`config.mk`:
```
export PLATFORM = sky130hd
export DESIGN_NAME = k_way_run_merger_flat
export DESIGN_NICKNAME = d
export VERILOG_FILES = /design/src/hdl/kwm_pkg.sv /design/src/hdl/kwm_in_if.sv /design/src/hdl/kwm_out_if.sv /design/src/hdl/k_way_run_merger.sv /design/src/hdl/kwm_queue.sv /design/src/hdl/kwm_front.sv /design/src/hdl/kwm_back.sv /design/src/flat_wrapper.sv
export SDC_FILE = /design/constraint.sdc
export NUM_CORES = 2
export LEC_CHECK = 0
export BUFFER_PORTS_ARGS = -buffer_cell sky130_fd_sc_hd__buf_2
export CAP_MARGIN = 20
export CORE_MARGIN = 4
export CORE_UTILIZATION = 30
export DETAILED_ROUTE_END_ITERATION = 10
export PLACE_DENSITY = 0.5
export SYNTH_ARGS = -nofsm -noshare
export SYNTH_HDL_FRONTEND = slang
export SYNTH_SLANG_ARGS = --single-unit
```
`constraint.sdc`:
```
create_clock -name i_clk -period 19.4 [get_ports i_clk]
set_input_delay 1.94 -clock i_clk [delete_from_list [all_inputs] [get_ports i_clk]]
set_output_delay 1.94 -clock i_clk [all_outputs]
set_load 0.02 [all_outputs]
```
`src/hdl/kwm_pkg.sv`:
```
// ----------------------------------------------------------------------------
// kwm_pkg
// Shared types, constants and helpers of the k-way run merger.
// ----------------------------------------------------------------------------
package kwm_pkg;

    localparam int MAX_RUNS    = 8;
    localparam int RUN_W       = $clog2(MAX_RUNS);
    localparam int CNT_W       = $clog2(MAX_RUNS + 1);
    localparam int RUN_IN_W    = 3;
    localparam int CMP_W       = (CNT_W > RUN_IN_W) ? CNT_W : RUN_IN_W;
    localparam int KEY_W       = 32;
    localparam int TAG_W       = 16;
    localparam int CFG_RUNS_W  = 4;
    localparam int PAGE_W      = 8;
    localparam int CFG_IDX_W   = 2;
    localparam int CFG_DATA_W  = 8;
    localparam int QUEUE_DEPTH = 2;
    localparam int QPTR_W      = $clog2(QUEUE_DEPTH);
    localparam int QCNT_W      = $clog2(QUEUE_DEPTH + 1);

    localparam logic [CFG_IDX_W-1:0] CFG_DESCENDING    = 2'd0;
    localparam logic [CFG_IDX_W-1:0] CFG_RUNS_IN_USE   = 2'd1;
    localparam logic [CFG_IDX_W-1:0] CFG_ROWS_PER_PAGE = 2'd2;

    localparam logic                  DESCENDING_RESET = 1'b0;
    localparam logic [CFG_RUNS_W-1:0] RUNS_RESET       = 4'd8;
    localparam logic [PAGE_W-1:0]     ROWS_RESET       = 8'd250;
    localparam logic [PAGE_W:0]       PAGE_FULL        = 9'(1 << PAGE_W);

    typedef struct packed {
        logic [RUN_IN_W-1:0]     run;
        logic                    in_range;
        logic                    exhausted;
        logic signed [KEY_W-1:0] key;
        logic [TAG_W-1:0]        row_tag;
    } t_cmd;

    typedef struct packed {
        logic empty;
        logic full;
    } t_q_stat;

    typedef struct packed {
        logic                    has_record;
        logic signed [KEY_W-1:0] key_res;
        logic [TAG_W-1:0]        row_tag_res;
        logic [RUN_IN_W-1:0]     source_run;
        logic                    page_end;
        logic                    merge_done;
    } t_res;

    function automatic logic [CNT_W-1:0] active_runs(input logic [CFG_RUNS_W-1:0] r);
        logic [CNT_W-1:0] n;
        if (r == '0) begin
            n = CNT_W'(1);
        end else if (r > MAX_RUNS) begin
            n = CNT_W'(MAX_RUNS);
        end else begin
            n = CNT_W'(r);
        end
        return n;
    endfunction

    function automatic logic [MAX_RUNS-1:0] run_mask(input logic [CFG_RUNS_W-1:0] r);
        logic [CNT_W-1:0]    n;
        logic [MAX_RUNS-1:0] m;
        n = active_runs(r);
        for (int i = 0; i < MAX_RUNS; i++) begin
            m[i] = (i < int'(n));
        end
        return m;
    endfunction

endpackage

```
`src/hdl/kwm_in_if.sv`:
```
// ----------------------------------------------------------------------------
// kwm_in_if
// Input channel: one beat refills or exhausts the head of one run.
// ----------------------------------------------------------------------------
interface kwm_in_if;
    logic                                      valid;
    logic                                      ready;
    logic [kwm_pkg::RUN_IN_W-1:0]              run_index;
    logic                                      exhausted;
    logic signed [kwm_pkg::KEY_W-1:0]          key;
    logic [kwm_pkg::TAG_W-1:0]                 row_tag;

    modport source (output valid, run_index, exhausted, key, row_tag, input ready);
    modport sink   (input valid, run_index, exhausted, key, row_tag, output ready);
endinterface

```
`src/hdl/kwm_out_if.sv`:
```
// ----------------------------------------------------------------------------
// kwm_out_if
// Output channel: one beat carries a merged record or the done marker.
// ----------------------------------------------------------------------------
interface kwm_out_if;
    logic                                      valid;
    logic                                      ready;
    logic                                      has_record;
    logic signed [kwm_pkg::KEY_W-1:0]          key_res;
    logic [kwm_pkg::TAG_W-1:0]                 row_tag_res;
    logic [kwm_pkg::RUN_IN_W-1:0]              source_run;
    logic                                      page_end;
    logic                                      merge_done;

    modport source (output valid, has_record, key_res, row_tag_res, source_run,
                    page_end, merge_done, input ready);
    modport sink   (input valid, has_record, key_res, row_tag_res, source_run,
                    page_end, merge_done, output ready);
endinterface

```
`src/hdl/k_way_run_merger.sv`:
```
// ----------------------------------------------------------------------------
// k_way_run_merger
// A result beat follows the input beat causing it through the queue write, then
// the back stage and output register.
// Throughput: one input beat per cycle unless the output stalls, set by the head
// update and the comparator tree over all run heads in the back stage.
// Reset (synchronous, active low): config to defaults, all heads invalid, all runs
// waiting, page count zero, queue and output register empty. No clearing pass.
// ----------------------------------------------------------------------------
module k_way_run_merger (
    input  logic                              i_clk,
    input  logic                              i_rst_n,
    input  logic                              i_cfg_we,
    input  logic [kwm_pkg::CFG_IDX_W-1:0]     i_cfg_idx,
    input  logic [kwm_pkg::CFG_DATA_W-1:0]    i_cfg_data,
    kwm_in_if.sink                            i_in,
    kwm_out_if.source                         o_out
);

    logic                              r_descending;
    logic [kwm_pkg::CFG_RUNS_W-1:0]    r_runs_in_use;
    logic [kwm_pkg::PAGE_W-1:0]        r_rows_per_page;
    logic                              q_push;
    logic                              q_pop;
    kwm_pkg::t_cmd                     q_push_cmd;
    kwm_pkg::t_cmd                     q_head_cmd;
    kwm_pkg::t_q_stat                  q_stat;

    always_ff @(posedge i_clk) begin
        if (!i_rst_n) begin
            r_descending    <= kwm_pkg::DESCENDING_RESET;
            r_runs_in_use   <= kwm_pkg::RUNS_RESET;
            r_rows_per_page <= kwm_pkg::ROWS_RESET;
        end else if (i_cfg_we) begin
            case (i_cfg_idx)
                kwm_pkg::CFG_DESCENDING: begin
                    r_descending <= i_cfg_data[0];
                end
                kwm_pkg::CFG_RUNS_IN_USE: begin
                    r_runs_in_use <= i_cfg_data[kwm_pkg::CFG_RUNS_W-1:0];
                end
                kwm_pkg::CFG_ROWS_PER_PAGE: begin
                    r_rows_per_page <= i_cfg_data[kwm_pkg::PAGE_W-1:0];
                end
                default: begin
                end
            endcase
        end
    end

    kwm_front u_front (
        .i_in          (i_in),
        .i_runs_in_use (r_runs_in_use),
        .i_q_stat      (q_stat),
        .o_push        (q_push),
        .o_push_cmd    (q_push_cmd)
    );

    kwm_queue u_queue (
        .i_clk      (i_clk),
        .i_rst_n    (i_rst_n),
        .i_push     (q_push),
        .i_push_cmd (q_push_cmd),
        .i_pop      (q_pop),
        .o_head_cmd (q_head_cmd),
        .o_stat     (q_stat)
    );

    kwm_back u_back (
        .i_clk           (i_clk),
        .i_rst_n         (i_rst_n),
        .i_descending    (r_descending),
        .i_runs_in_use   (r_runs_in_use),
        .i_rows_per_page (r_rows_per_page),
        .i_q_stat        (q_stat),
        .i_head_cmd      (q_head_cmd),
        .o_pop           (q_pop),
        .o_out           (o_out)
    );

    a_pop_not_empty: assert property (@(posedge i_clk) disable iff (!i_rst_n)
        q_pop |-> !q_stat.empty)
        else $error("queue popped while empty");

    a_stall_only_full: assert property (@(posedge i_clk) disable iff (!i_rst_n)
        !i_in.ready |-> q_stat.full)
        else $error("input stalled with room in queue");

    a_done_no_record: assert property (@(posedge i_clk) disable iff (!i_rst_n)
        (o_out.valid && o_out.merge_done) |-> !o_out.has_record)
        else $error("done beat carries a record");

    a_push_full_pop: assert property (@(posedge i_clk) disable iff (!i_rst_n)
        (q_stat.full && !q_pop) |=> q_stat.full)
        else $error("queue lost an entry");

endmodule

```
`src/hdl/kwm_queue.sv`:
```
// ----------------------------------------------------------------------------
// kwm_queue
// Short command queue between the front and the back of the merger.
// ----------------------------------------------------------------------------
module kwm_queue (
    input  logic             i_clk,
    input  logic             i_rst_n,
    input  logic             i_push,
    input  kwm_pkg::t_cmd    i_push_cmd,
    input  logic             i_pop,
    output kwm_pkg::t_cmd    o_head_cmd,
    output kwm_pkg::t_q_stat o_stat
);

    kwm_pkg::t_cmd                    r_mem [kwm_pkg::QUEUE_DEPTH];
    logic [kwm_pkg::QPTR_W-1:0]       r_wr_ptr;
    logic [kwm_pkg::QPTR_W-1:0]       r_rd_ptr;
    logic [kwm_pkg::QCNT_W-1:0]       r_count;
    logic [kwm_pkg::QCNT_W-1:0]       n_count;

    always_comb begin
        n_count = r_count;
        if (i_push && !i_pop) begin
            n_count = r_count + 1'b1;
        end else if (!i_push && i_pop) begin
            n_count = r_count - 1'b1;
        end
    end

    always_ff @(posedge i_clk) begin
        if (!i_rst_n) begin
            r_wr_ptr <= '0;
            r_rd_ptr <= '0;
            r_count  <= '0;
        end else begin
            if (i_push) begin
                r_wr_ptr <= r_wr_ptr + 1'b1;
            end
            if (i_pop) begin
                r_rd_ptr <= r_rd_ptr + 1'b1;
            end
            r_count <= n_count;
        end
    end

    always_ff @(posedge i_clk) begin
        if (i_push) begin
            r_mem[r_wr_ptr] <= i_push_cmd;
        end
    end

    assign o_head_cmd   = r_mem[r_rd_ptr];
    assign o_stat.empty = (r_count == '0);
    assign o_stat.full  = (r_count == kwm_pkg::QCNT_W'(kwm_pkg::QUEUE_DEPTH));

endmodule

```
`src/hdl/kwm_front.sv`:
```
// ----------------------------------------------------------------------------
// kwm_front
// Accepts input beats and tags each with whether its run is in use.
// ----------------------------------------------------------------------------
module kwm_front (
    kwm_in_if.sink                            i_in,
    input  logic [kwm_pkg::CFG_RUNS_W-1:0]    i_runs_in_use,
    input  kwm_pkg::t_q_stat                  i_q_stat,
    output logic                              o_push,
    output kwm_pkg::t_cmd                     o_push_cmd
);

    logic [kwm_pkg::CNT_W-1:0] n_active;

    assign n_active    = kwm_pkg::active_runs(i_runs_in_use);
    assign i_in.ready  = !i_q_stat.full;
    assign o_push      = i_in.valid && !i_q_stat.full;

    assign o_push_cmd.run       = i_in.run_index;
    assign o_push_cmd.in_range  = (kwm_pkg::CMP_W'(i_in.run_index) <
                                   kwm_pkg::CMP_W'(n_active));
    assign o_push_cmd.exhausted = i_in.exhausted;
    assign o_push_cmd.key       = i_in.key;
    assign o_push_cmd.row_tag   = i_in.row_tag;

endmodule

```
`src/hdl/kwm_back.sv`:
```
// ----------------------------------------------------------------------------
// kwm_back
// Head registers, winner selection tree, page counter and output register.
// ----------------------------------------------------------------------------
module kwm_back (
    input  logic                              i_clk,
    input  logic                              i_rst_n,
    input  logic                              i_descending,
    input  logic [kwm_pkg::CFG_RUNS_W-1:0]    i_runs_in_use,
    input  logic [kwm_pkg::PAGE_W-1:0]        i_rows_per_page,
    input  kwm_pkg::t_q_stat                  i_q_stat,
    input  kwm_pkg::t_cmd                     i_head_cmd,
    output logic                              o_pop,
    kwm_out_if.source                         o_out
);

    localparam int LEAVES = 1 << kwm_pkg::RUN_W;
    localparam int NODES  = 2 * LEAVES - 1;

    typedef struct packed {
        logic                             valid;
        logic signed [kwm_pkg::KEY_W-1:0] key;
        logic [kwm_pkg::TAG_W-1:0]        tag;
        logic [kwm_pkg::RUN_W-1:0]        idx;
    } t_node;

    function automatic t_node pick(input t_node a, input t_node b, input logic desc);
        logic b_first;
        b_first = desc ? ($signed(b.key) > $signed(a.key)) : ($signed(b.key) < $signed(a.key));
        return (b.valid && (!a.valid || b_first)) ? b : a;
    endfunction

    logic signed [kwm_pkg::KEY_W-1:0] r_key [kwm_pkg::MAX_RUNS];
    logic [kwm_pkg::TAG_W-1:0]        r_tag [kwm_pkg::MAX_RUNS];
    logic signed [kwm_pkg::KEY_W-1:0] n_key [kwm_pkg::MAX_RUNS];
    logic [kwm_pkg::TAG_W-1:0]        n_tag [kwm_pkg::MAX_RUNS];
    logic [kwm_pkg::MAX_RUNS-1:0]     r_valid;
    logic [kwm_pkg::MAX_RUNS-1:0]     r_waiting;
    logic [kwm_pkg::MAX_RUNS-1:0]     u_valid;
    logic [kwm_pkg::MAX_RUNS-1:0]     u_waiting;
    logic [kwm_pkg::MAX_RUNS-1:0]     n_valid;
    logic [kwm_pkg::MAX_RUNS-1:0]     n_waiting;
    logic [kwm_pkg::MAX_RUNS-1:0]     use_mask;
    logic [kwm_pkg::PAGE_W-1:0]       r_page_cnt;
    logic [kwm_pkg::PAGE_W-1:0]       n_page_cnt;
    logic [kwm_pkg::PAGE_W:0]         cnt_inc;
    logic [kwm_pkg::PAGE_W:0]         page_limit;
    logic                             r_out_valid;
    logic                             n_out_valid;
    kwm_pkg::t_res                    r_out;
    kwm_pkg::t_res                    n_res;
    logic [kwm_pkg::RUN_W-1:0]        slot;
    logic                             take;
    logic                             fire;
    logic                             any_wait;
    logic                             emit;
    t_node                            nd [NODES];

    assign use_mask = kwm_pkg::run_mask(i_runs_in_use);
    assign fire     = !i_q_stat.empty && (!r_out_valid || o_out.ready);
    assign o_pop    = fire;
    assign slot     = kwm_pkg::RUN_W'(i_head_cmd.run);
    assign take     = i_head_cmd.in_range && r_waiting[slot];

    // refill the addressed head
    always_comb begin
        n_key     = r_key;
        n_tag     = r_tag;
        u_valid   = r_valid;
        u_waiting = r_waiting;
        if (take) begin
            u_waiting[slot] = 1'b0;
            u_valid[slot]   = !i_head_cmd.exhausted;
            if (!i_head_cmd.exhausted) begin
                n_key[slot] = i_head_cmd.key;
                n_tag[slot] = i_head_cmd.row_tag;
            end
        end
    end

    assign any_wait = |(u_waiting & use_mask);
    assign emit     = fire && !any_wait;

    // selection tree, lower run wins ties
    for (genvar i = 0; i < LEAVES; i++) begin : g_leaf
        if (i < kwm_pkg::MAX_RUNS) begin : g_used
            assign nd[LEAVES - 1 + i] = '{valid: u_valid[i] & use_mask[i],
                                          key:   n_key[i],
                                          tag:   n_tag[i],
                                          idx:   kwm_pkg::RUN_W'(i)};
        end else begin : g_pad
            assign nd[LEAVES - 1 + i] = '0;
        end
    end
    for (genvar j = 0; j < LEAVES - 1; j++) begin : g_node
        assign nd[j] = pick(nd[2 * j + 1], nd[2 * j + 2], i_descending);
    end

    assign cnt_inc    = {1'b0, r_page_cnt} + 1'b1;
    assign page_limit = (i_rows_per_page == '0) ? kwm_pkg::PAGE_FULL : {1'b0, i_rows_per_page};

    always_comb begin
        n_valid    = u_valid;
        n_waiting  = u_waiting;
        n_page_cnt = r_page_cnt;
        n_res      = '0;
        if (nd[0].valid) begin
            n_res.has_record  = 1'b1;
            n_res.key_res     = nd[0].key;
            n_res.row_tag_res = nd[0].tag;
            n_res.source_run  = kwm_pkg::RUN_IN_W'(nd[0].idx);
            n_res.page_end    = (cnt_inc >= page_limit);
            n_page_cnt        = (cnt_inc >= page_limit) ? '0 : cnt_inc[kwm_pkg::PAGE_W-1:0];
            n_valid[nd[0].idx]   = 1'b0;
            n_waiting[nd[0].idx] = 1'b1;
        end else begin
            n_res.page_end   = (r_page_cnt != '0);
            n_res.merge_done = 1'b1;
            n_valid          = '0;
            n_waiting        = '1;
            n_page_cnt       = '0;
        end
    end

    always_comb begin
        n_out_valid = r_out_valid && !o_out.ready;
        if (emit) begin
            n_out_valid = 1'b1;
        end
    end

    always_ff @(posedge i_clk) begin
        if (!i_rst_n) begin
            r_valid     <= '0;
            r_waiting   <= '1;
            r_page_cnt  <= '0;
            r_out_valid <= 1'b0;
        end else begin
            r_out_valid <= n_out_valid;
            if (emit) begin
                r_valid    <= n_valid;
                r_waiting  <= n_waiting;
                r_page_cnt <= n_page_cnt;
            end else if (fire) begin
                r_valid   <= u_valid;
                r_waiting <= u_waiting;
            end
        end
    end

    always_ff @(posedge i_clk) begin
        if (fire && take && !i_head_cmd.exhausted) begin
            r_key[slot] <= i_head_cmd.key;
            r_tag[slot] <= i_head_cmd.row_tag;
        end
        if (emit) begin
            r_out <= n_res;
        end
    end

    assign o_out.valid       = r_out_valid;
    assign o_out.has_record  = r_out.has_record;
    assign o_out.key_res     = r_out.key_res;
    assign o_out.row_tag_res = r_out.row_tag_res;
    assign o_out.source_run  = r_out.source_run;
    assign o_out.page_end    = r_out.page_end;
    assign o_out.merge_done  = r_out.merge_done;

endmodule
```
`src/flat_wrapper.sv`:
```
// flat-port wrapper written by rule: the top's interface ports become plain ports
module k_way_run_merger_flat 
  (i_clk, i_rst_n, i_cfg_we, i_cfg_idx, i_cfg_data, i_in_valid, i_in_run_index, i_in_exhausted, i_in_key, i_in_row_tag, i_in_ready, o_out_valid, o_out_has_record, o_out_key_res, o_out_row_tag_res, o_out_source_run, o_out_page_end, o_out_merge_done, o_out_ready);
  kwm_in_if i_in_i ();
  kwm_out_if o_out_i ();
  input  logic i_clk;
  input  logic i_rst_n;
  input  logic i_cfg_we;
  input  logic [kwm_pkg::CFG_IDX_W-1:0] i_cfg_idx;
  input  logic [kwm_pkg::CFG_DATA_W-1:0] i_cfg_data;
  input wire logic [$bits(i_in_i.valid)-1:0] i_in_valid;
  input wire logic [$bits(i_in_i.run_index)-1:0] i_in_run_index;
  input wire logic [$bits(i_in_i.exhausted)-1:0] i_in_exhausted;
  input wire logic [$bits(i_in_i.key)-1:0] i_in_key;
  input wire logic [$bits(i_in_i.row_tag)-1:0] i_in_row_tag;
  output wire logic [$bits(i_in_i.ready)-1:0] i_in_ready;
  output wire logic [$bits(o_out_i.valid)-1:0] o_out_valid;
  output wire logic [$bits(o_out_i.has_record)-1:0] o_out_has_record;
  output wire logic [$bits(o_out_i.key_res)-1:0] o_out_key_res;
  output wire logic [$bits(o_out_i.row_tag_res)-1:0] o_out_row_tag_res;
  output wire logic [$bits(o_out_i.source_run)-1:0] o_out_source_run;
  output wire logic [$bits(o_out_i.page_end)-1:0] o_out_page_end;
  output wire logic [$bits(o_out_i.merge_done)-1:0] o_out_merge_done;
  input wire logic [$bits(o_out_i.ready)-1:0] o_out_ready;
  assign i_in_i.valid = i_in_valid;
  assign i_in_i.run_index = i_in_run_index;
  assign i_in_i.exhausted = i_in_exhausted;
  assign i_in_i.key = i_in_key;
  assign i_in_i.row_tag = i_in_row_tag;
  assign i_in_ready = i_in_i.ready;
  assign o_out_valid = o_out_i.valid;
  assign o_out_has_record = o_out_i.has_record;
  assign o_out_key_res = o_out_i.key_res;
  assign o_out_row_tag_res = o_out_i.row_tag_res;
  assign o_out_source_run = o_out_i.source_run;
  assign o_out_page_end = o_out_i.page_end;
  assign o_out_merge_done = o_out_i.merge_done;
  assign o_out_i.ready = o_out_ready;
  k_way_run_merger u_core (.i_clk(i_clk), .i_rst_n(i_rst_n), .i_cfg_we(i_cfg_we), .i_cfg_idx(i_cfg_idx), .i_cfg_data(i_cfg_data), .i_in(i_in_i), .o_out(o_out_i));
endmodule
```
After elaboration in Yosys (flattened, before gate mapping):

Memory sizes are Yosys's and may differ from the RTL's. A register that Yosys moved wholly into a read port is not among the register bits.
Index checks and enable logic that the tools add are counted.

* register bits: 480
* memories kept: 1
* RAM bits: 106
* input bits: 67
* word-level logic and storage cells: 194
* output and inout port bits: 56

* equal/unequal tests: 3
* $lt $le $gt $ge: 31
* bitwise operators: 15
* multiplexer cells: 54
* add/sub/neg operators: 5
* reductions and logical operators: 53

Memory list
* u_core.u_queue.r_mem: depth 2, bits a word 53, read ports 1, clocked after memory_dff 1, wr ports 1, line kwm_queue.sv:15 `kwm_pkg::t_cmd r_mem [kwm_pkg::QUEUE_DEPTH];`

Operators with widths (count)
* 256-bit two-way mux: 2
* 52-bit two-way mux: 8
* 256-bit bitwise mux: 1
* 128-bit two-way mux: 2
* 32-bit greater-than comparator: 7
* 32-bit < comparator: 7
* 128-bit bitwise mux: 1
* 32-bit demux with 3-bit select: 1
* 8-bit two-way mux: 10
* 16-bit demux with 3-bit select: 1
* 32-bit two-way mux: 1
* 8-bit AND: 3
* 1-bit logical AND: 19
* 1-bit two-way mux: 17
* 3-bit by 4-bit < comparator with 1-bit output (first input constant): 4
* 16-bit two-way mux: 1
* 8-bit inverter: 2
* 1-bit zero test: 15
* 8-bit by 1-bit adder with 9-bit output (second input constant): 1
* 9-bit >= comparator: 1
* 9-bit two-way mux: 1
* 1-bit AND: 8
* 8-bit bitwise mux: 1
* 8-bit zero test: 1
* 26 further kinds: 46

Longest topological paths before layout:

* depth in word-level cells: 31
* mapped depth: 50
* gate-level depth less buffers: 39

Modules after synthesis:

From an unflattened synthesis, not the netlist that was laid out.

* cell total of the unflattened synthesis: 3788
* area total of the unflattened synthesis: 38769.7 sq um

Modules (own cells, without submodules)
* kwm_back: seq. area each 13653.1 sq um, times used 1, area an instance 33691.1 sq um, cells each 3483
* kwm_queue: seq. area each 3283.1 sq um, times used 1, area an instance 4060.1 sq um, cells each 187
* k_way_run_merger: seq. area each 260.2 sq um, times used 1, area an instance 543.0 sq um, cells each 55
* kwm_front: seq. area each 0.0 sq um, times used 1, area an instance 475.5 sq um, cells each 63

Least setup slack after synthesis:

Ideal clock, no wire load.

* path kind: input port to flip-flop
* start point: input o_out_ready
* end point: register u_core.u_back.r_key[0] (netlist bit), enable pin
* slack: -0.146 ns
* data arrival time: 18.405 ns
* setup time: 1.141 ns
* buffers on the path: 0
* required time: 18.259 ns
* cell stages on the path: 4
* cell sequence: nor2b_1 nor2_1 inv_1 nor2_1

* cells in the longest elaborated chain, start to end: 4

Ends and longest elaborated chain
* start: declaration: line flat_wrapper.sv:24 `input wire logic [$bits(o_out_i.ready)-1:0] o_out_ready;`
* 1-bit logical OR: line kwm_back.sv:60 `assign fire = !i_q_stat.empty && (!r_out_valid || o_out.ready);`
* 1-bit logical AND: line kwm_back.sv:60
* 1-bit logical AND (2 in a row): line kwm_back.sv:152 `if (fire && take && !i_head_cmd.exhausted) begin`
* end signal: indexed assignment: line kwm_back.sv:153 `r_key[slot] <= i_head_cmd.key;`
* end: declaration: line kwm_back.sv:33 `logic signed [kwm_pkg::KEY_W-1:0] r_key [kwm_pkg::MAX_RUNS];`

Every way passes these cells.
A chain may end at the register's enable or synchronous reset.

==> flow_summary.json <==
{
  "critical_path_buf_inv_count": 7,
  "rows": 128,
  "vdd_ir_drop_max_v": 0.0001137,
  "tritoncts_num_sinks": 587,
  "die_w_um": 359.4,
  "adder_cell_fraction_of_synth_area_pct": 8.037,
  "grt_first_pass_wirelength_um": 174200,
  "worst_ep_required_time_ns": 19.78,
  "worst_relative_slew_slack_pct": 23.53,
  "post-cts-setup-buffer-count": 0,
  "synth_top_family_by_area": "multiplexers",
  "grt_setup_unrepaired": "no",
  "post_synth_inst_count": 3590,
  "synth.lib_cells_used.distinct": 84,
  "clock-skew-final_ns": 0.02796,
  "fin_crit_ns": 15.68,
  "start_util_pct": 30.32,
  "tritoncts.num_buffers": 76,
  "hold_depth": 2,
  "maxCapViolCount": 0,
  "clock_latency_ns": 0.64,
  "synthesis.nets": 3895,
  "critical_path_arrival_ns": 16.06,
  "core_area_um2": 122200,
  "critPathMostFrequentCell": "sky130_fd_sc_hd__buf_4",
  "ff2ff_setup_slack_ns": 3.72,
  "route.vias.total": 27819,
  "crit_path_max_incr_delay_ns": 0.98,
  "synthesized_area_per_cell_um2": 10.32,
  "io_buffers": 122,
  "grt_antenna_before_repair": 6,
  "design.die.area_um2": 129200,
  "yosys.area.top_type": "sky130_fd_sc_hd__edfxtp_1",
  "rr_worst_depth": 39,
  "post_cts_resized": 0,
  "power_leakage_nw": 17.11,
  "synth.yosys.warnings": 0,
  "drc": 0,
  "cp_capture_type": "flip-flop",
  "critical_path.top_delay_family": "simple AND/OR/NAND/NOR gates",
  "synthMuxAreaShare_pct": 15.46,
  "critical-path-slowest-cell": "sky130_fd_sc_hd__nor4_1",
  "timing.fmax_ghz": 0.06380,
  "floorplan.die.height_um": 359.4,
  "detail_route.first_pass.iterations": 6,
  "cts-htree-levels": 3,
  "status": "finished clean",
  "layout-drive-gt1-share_pct": 10.28,
  "final-setup-viol-count": 0,
  "synth_flop_cell": "sky130_fd_sc_hd__edfxtp_1",
  "timing_worst_slew_pin_value_ns": 1.147,
  "globalRouteTotalUtil_pct": 17.43,
  "pin_count_of_the_biggest_net_entering_global_routing": 106,
  "launching_element_type_of_the_critical_path": "flip-flop",
  "synth_async_sr_flop_share_pct": 0,
  "antenna_left": 0,
  "synth_simple_gate_area_share_pct": 11.14,
  "synth_compound_gate_area_share_pct": 13.93,
  "synth.top_cells.by_area": "sky130_fd_sc_hd__edfxtp_1 44%, sky130_fd_sc_hd__mux2i_1 14%, sky130_fd_sc_hd__ha_1 8.0%",
  "hold_violations": 0,
  "drv_slew": 0,
  "flow.area_growth_from_synthesis_pct": 13.37,
  "drt_first_iter_violations": 2002,
  "first_global_vias": 27320,
  "timing.rr.end": "u_core.u_back.o_out.row_tag_res[15]",
  "synth.cell_area_um2": 37050,
  "number_of_nets_in_the_final_layout": 3945,
  "worst_setup_hold_path_clk_slew_ns": 0.06,
  "placement.cell_area_um2": 39370,
  "ios": 123,
  "final_wtd_congestion": 0.8540,
  "power.density_cell_area_nw_per_um2": 190.8,
  "post-route-period-util_pct": 80.80,
  "fin_tns_setup_ns": 0,
  "detail_route.wirelength_um": 116300,
  "dp.final_hpwl_um": 78970,
  "min_to": "u_core.u_back.r_valid[1]",
  "cts_max_path_buffers": 3,
  "grt.overflow.total": 0,
  "design_area_um2": 42010,
  "synth_largest_type_area_fraction_pct": 44.09,
  "cts_hold_buffers": 0,
  "timing.critical_path.fanout_max": 105,
  "cts_root_buf": "sky130_fd_sc_hd__clkbuf_16",
  "worst_hold_startpoint": "u_core.u_back.r_valid[1]",
  "tritoncts": "built",
  "wl_per_cell_um": 21.84,
  "synth_seq_cells": 587,
  "vias_per_cell": 5.226,
  "area_share_of_xor_xnor_cells_in_the_synthesized_design_pct": 0.2600,
  "criticalPathCategory": "reg2reg",
  "sequential_area_share_after_synthesis_pct": 46.41,
  "synth_enable_flop_cells": 544,
  "min_path_type": "reg2reg"
}
[cell usage in the layout, fill, tap and decap left out, drive strengths merged, types with 7 or more instances in the layout]
cell / n
o211a: 7
clkbuf: 92
buf: 178
a21o: 47
and2: 22
mux2: 39
a21oi: 237
o21ai: 294
or3: 11
nand3: 54
a311oi: 19
dfxtp: 43
clkinv: 28
nand2b: 23
inv: 225
nor2: 211
a211oi: 61
nand4: 48
or4: 18
mux2i: 527
ha: 238
bufinv: 12
o221ai: 33
nor4: 11
nand3b: 7
a31oi: 27
nand2: 434
nor2b: 23
edfxtp: 544
a22oi: 8
o21a: 12
xor2: 7
nor3: 19
o211ai: 18
o22ai: 21
and3: 14
[Yosys cell counts, drive strengths merged, types with 8 or more instances]
| cell type | instances |
|---|---|
| dfxtp | 43 |
| nand4 | 48 |
| or3 | 11 |
| inv | 225 |
| a211oi | 61 |
| nand2b | 23 |
| a22oi | 8 |
| mux2 | 39 |
| buf | 87 |
| a21oi | 237 |
| ha | 238 |
| a31oi | 27 |
| and3 | 14 |
| nor2b | 23 |
| nor4 | 11 |
| o211ai | 18 |
| or4 | 18 |
| o22ai | 21 |
| nor2 | 211 |
| nand2 | 434 |
| edfxtp | 544 |
| nor3 | 19 |
| mux2i | 527 |
| o21a | 12 |
| a21o | 47 |
| nand3 | 54 |
| o21ai | 294 |
| clkbuf | 119 |
| a311oi | 19 |
| and2 | 22 |
| o221ai | 33 |
[final cells by class]
| type | count | area (um^2) |
|---|---|---|
| Antenna cell | 1 | 2.502 |
| Clock buffer | 92 | 2068 |
| Clock inverter | 43 | 514.2 |
| Fill cell | 12308 | 80190 |
| Inverter | 226 | 849.6 |
| Multi-Input combinational cell | 2571 | 18240 |
| Sequential cell | 587 | 17200 |
| Tap cell | 1625 | 2033 |
| Timing Repair Buffer | 178 | 1101 |
[registers in the layout (all words and copies together), names as in the netlist, named ones only]
name	cells
u_core.r_rows_per_page	8
u_core.u_back.o_out.row_tag_res	16
u_core.u_queue.r_wr_ptr	1
u_core.u_back.r_waiting	8
u_core.r_runs_in_use	4
u_core.u_back.o_out.page_end	1
u_core.u_back.r_key	256
u_core.u_back.o_out.valid	1
u_core.u_queue.r_mem	106
u_core.u_back.o_out.has_record	1
u_core.u_back.o_out.merge_done	1
u_core.u_queue.r_rd_ptr	1
u_core.u_back.r_page_cnt	8
u_core.u_back.r_valid	8
u_core.r_descending	1
u_core.u_back.r_tag	128
u_core.u_back.o_out.source_run	3
u_core.u_back.o_out.key_res	32
u_core.u_queue.r_count	2
[power breakdown]
group / internal (mW) / total [mW] / switching (mW) / leakage [nW]
registers: 1.88 / 2.03 / 0.145 / 5.35
logic: 1.61 / 4.49 / 2.88 / 10.5
clock network: 0.915 / 1.50 / 0.582 / 1.26
[routing by layer]
metal	vias to the layer above	wire, um	GRT usage (%)
met5	-	27	0
met1	13531	54970	24.38
met4	4	3188	5.369
met3	147	6121	2.901
met2	691	51950	27.61
li1	13446	-	-
[worst max path at each step]
stage	cells past startpoint	from	slack (ns)	to
detailed placement	39	flip-flop	3.91	u_core.u_back.o_out.row_tag_res[15]
global placement	39	flip-flop	4.03	u_core.u_back.o_out.row_tag_res[15]
floorplan	4	o_out_ready	6.41	u_core.u_back.r_key[0]
finish	39	flip-flop	3.72	u_core.u_back.o_out.row_tag_res[15]
CTS	39	flip-flop	3.85	u_core.u_back.o_out.row_tag_res[15]
global route	39	flip-flop	3.05	u_core.u_back.o_out.row_tag_res[15]
[worst min-delay path, cell delays in order (launching register included)]
cell	delay, ns
sky130_fd_sc_hd__dfxtp_1	0.31
sky130_fd_sc_hd__inv_1	0.05
sky130_fd_sc_hd__o22ai_1	0.05
[kinds of logic (layout without fill, tap and decap cells)]
family / after synthesis / count (layout)
AOI/OAI and AO/OA: 843 / 843
xor gates and xnor gates: 11 / 11
adders and majority gates: 238 / 238
buffers and inverters: 432 / 539
DFF: 587 / 587
muxes: 566 / 566
other: 0 / 1
and+or+nand+nor: 913 / 913
[through the flow]
step / total power, mW / hold WS, ns / instances / util (%) / setup WS, ns
global route: 8.629 / 0.4732 / 5322 / 34.37 / 3.052
global placement: 6.475 / 0.4354 / 5185 / 32.22 / 4.028
floorplan: 5.219 / 0.4226 / 3590 / - / 6.413
finish: 8.014 / 0.4579 / 5323 / 34.38 / 3.725
CTS: 8.053 / 0.4570 / 5320 / 34.33 / 3.850
detailed placement: 6.513 / 0.4436 / 5185 / 32.22 / 3.910
Power figures use the tool's default switching activity.
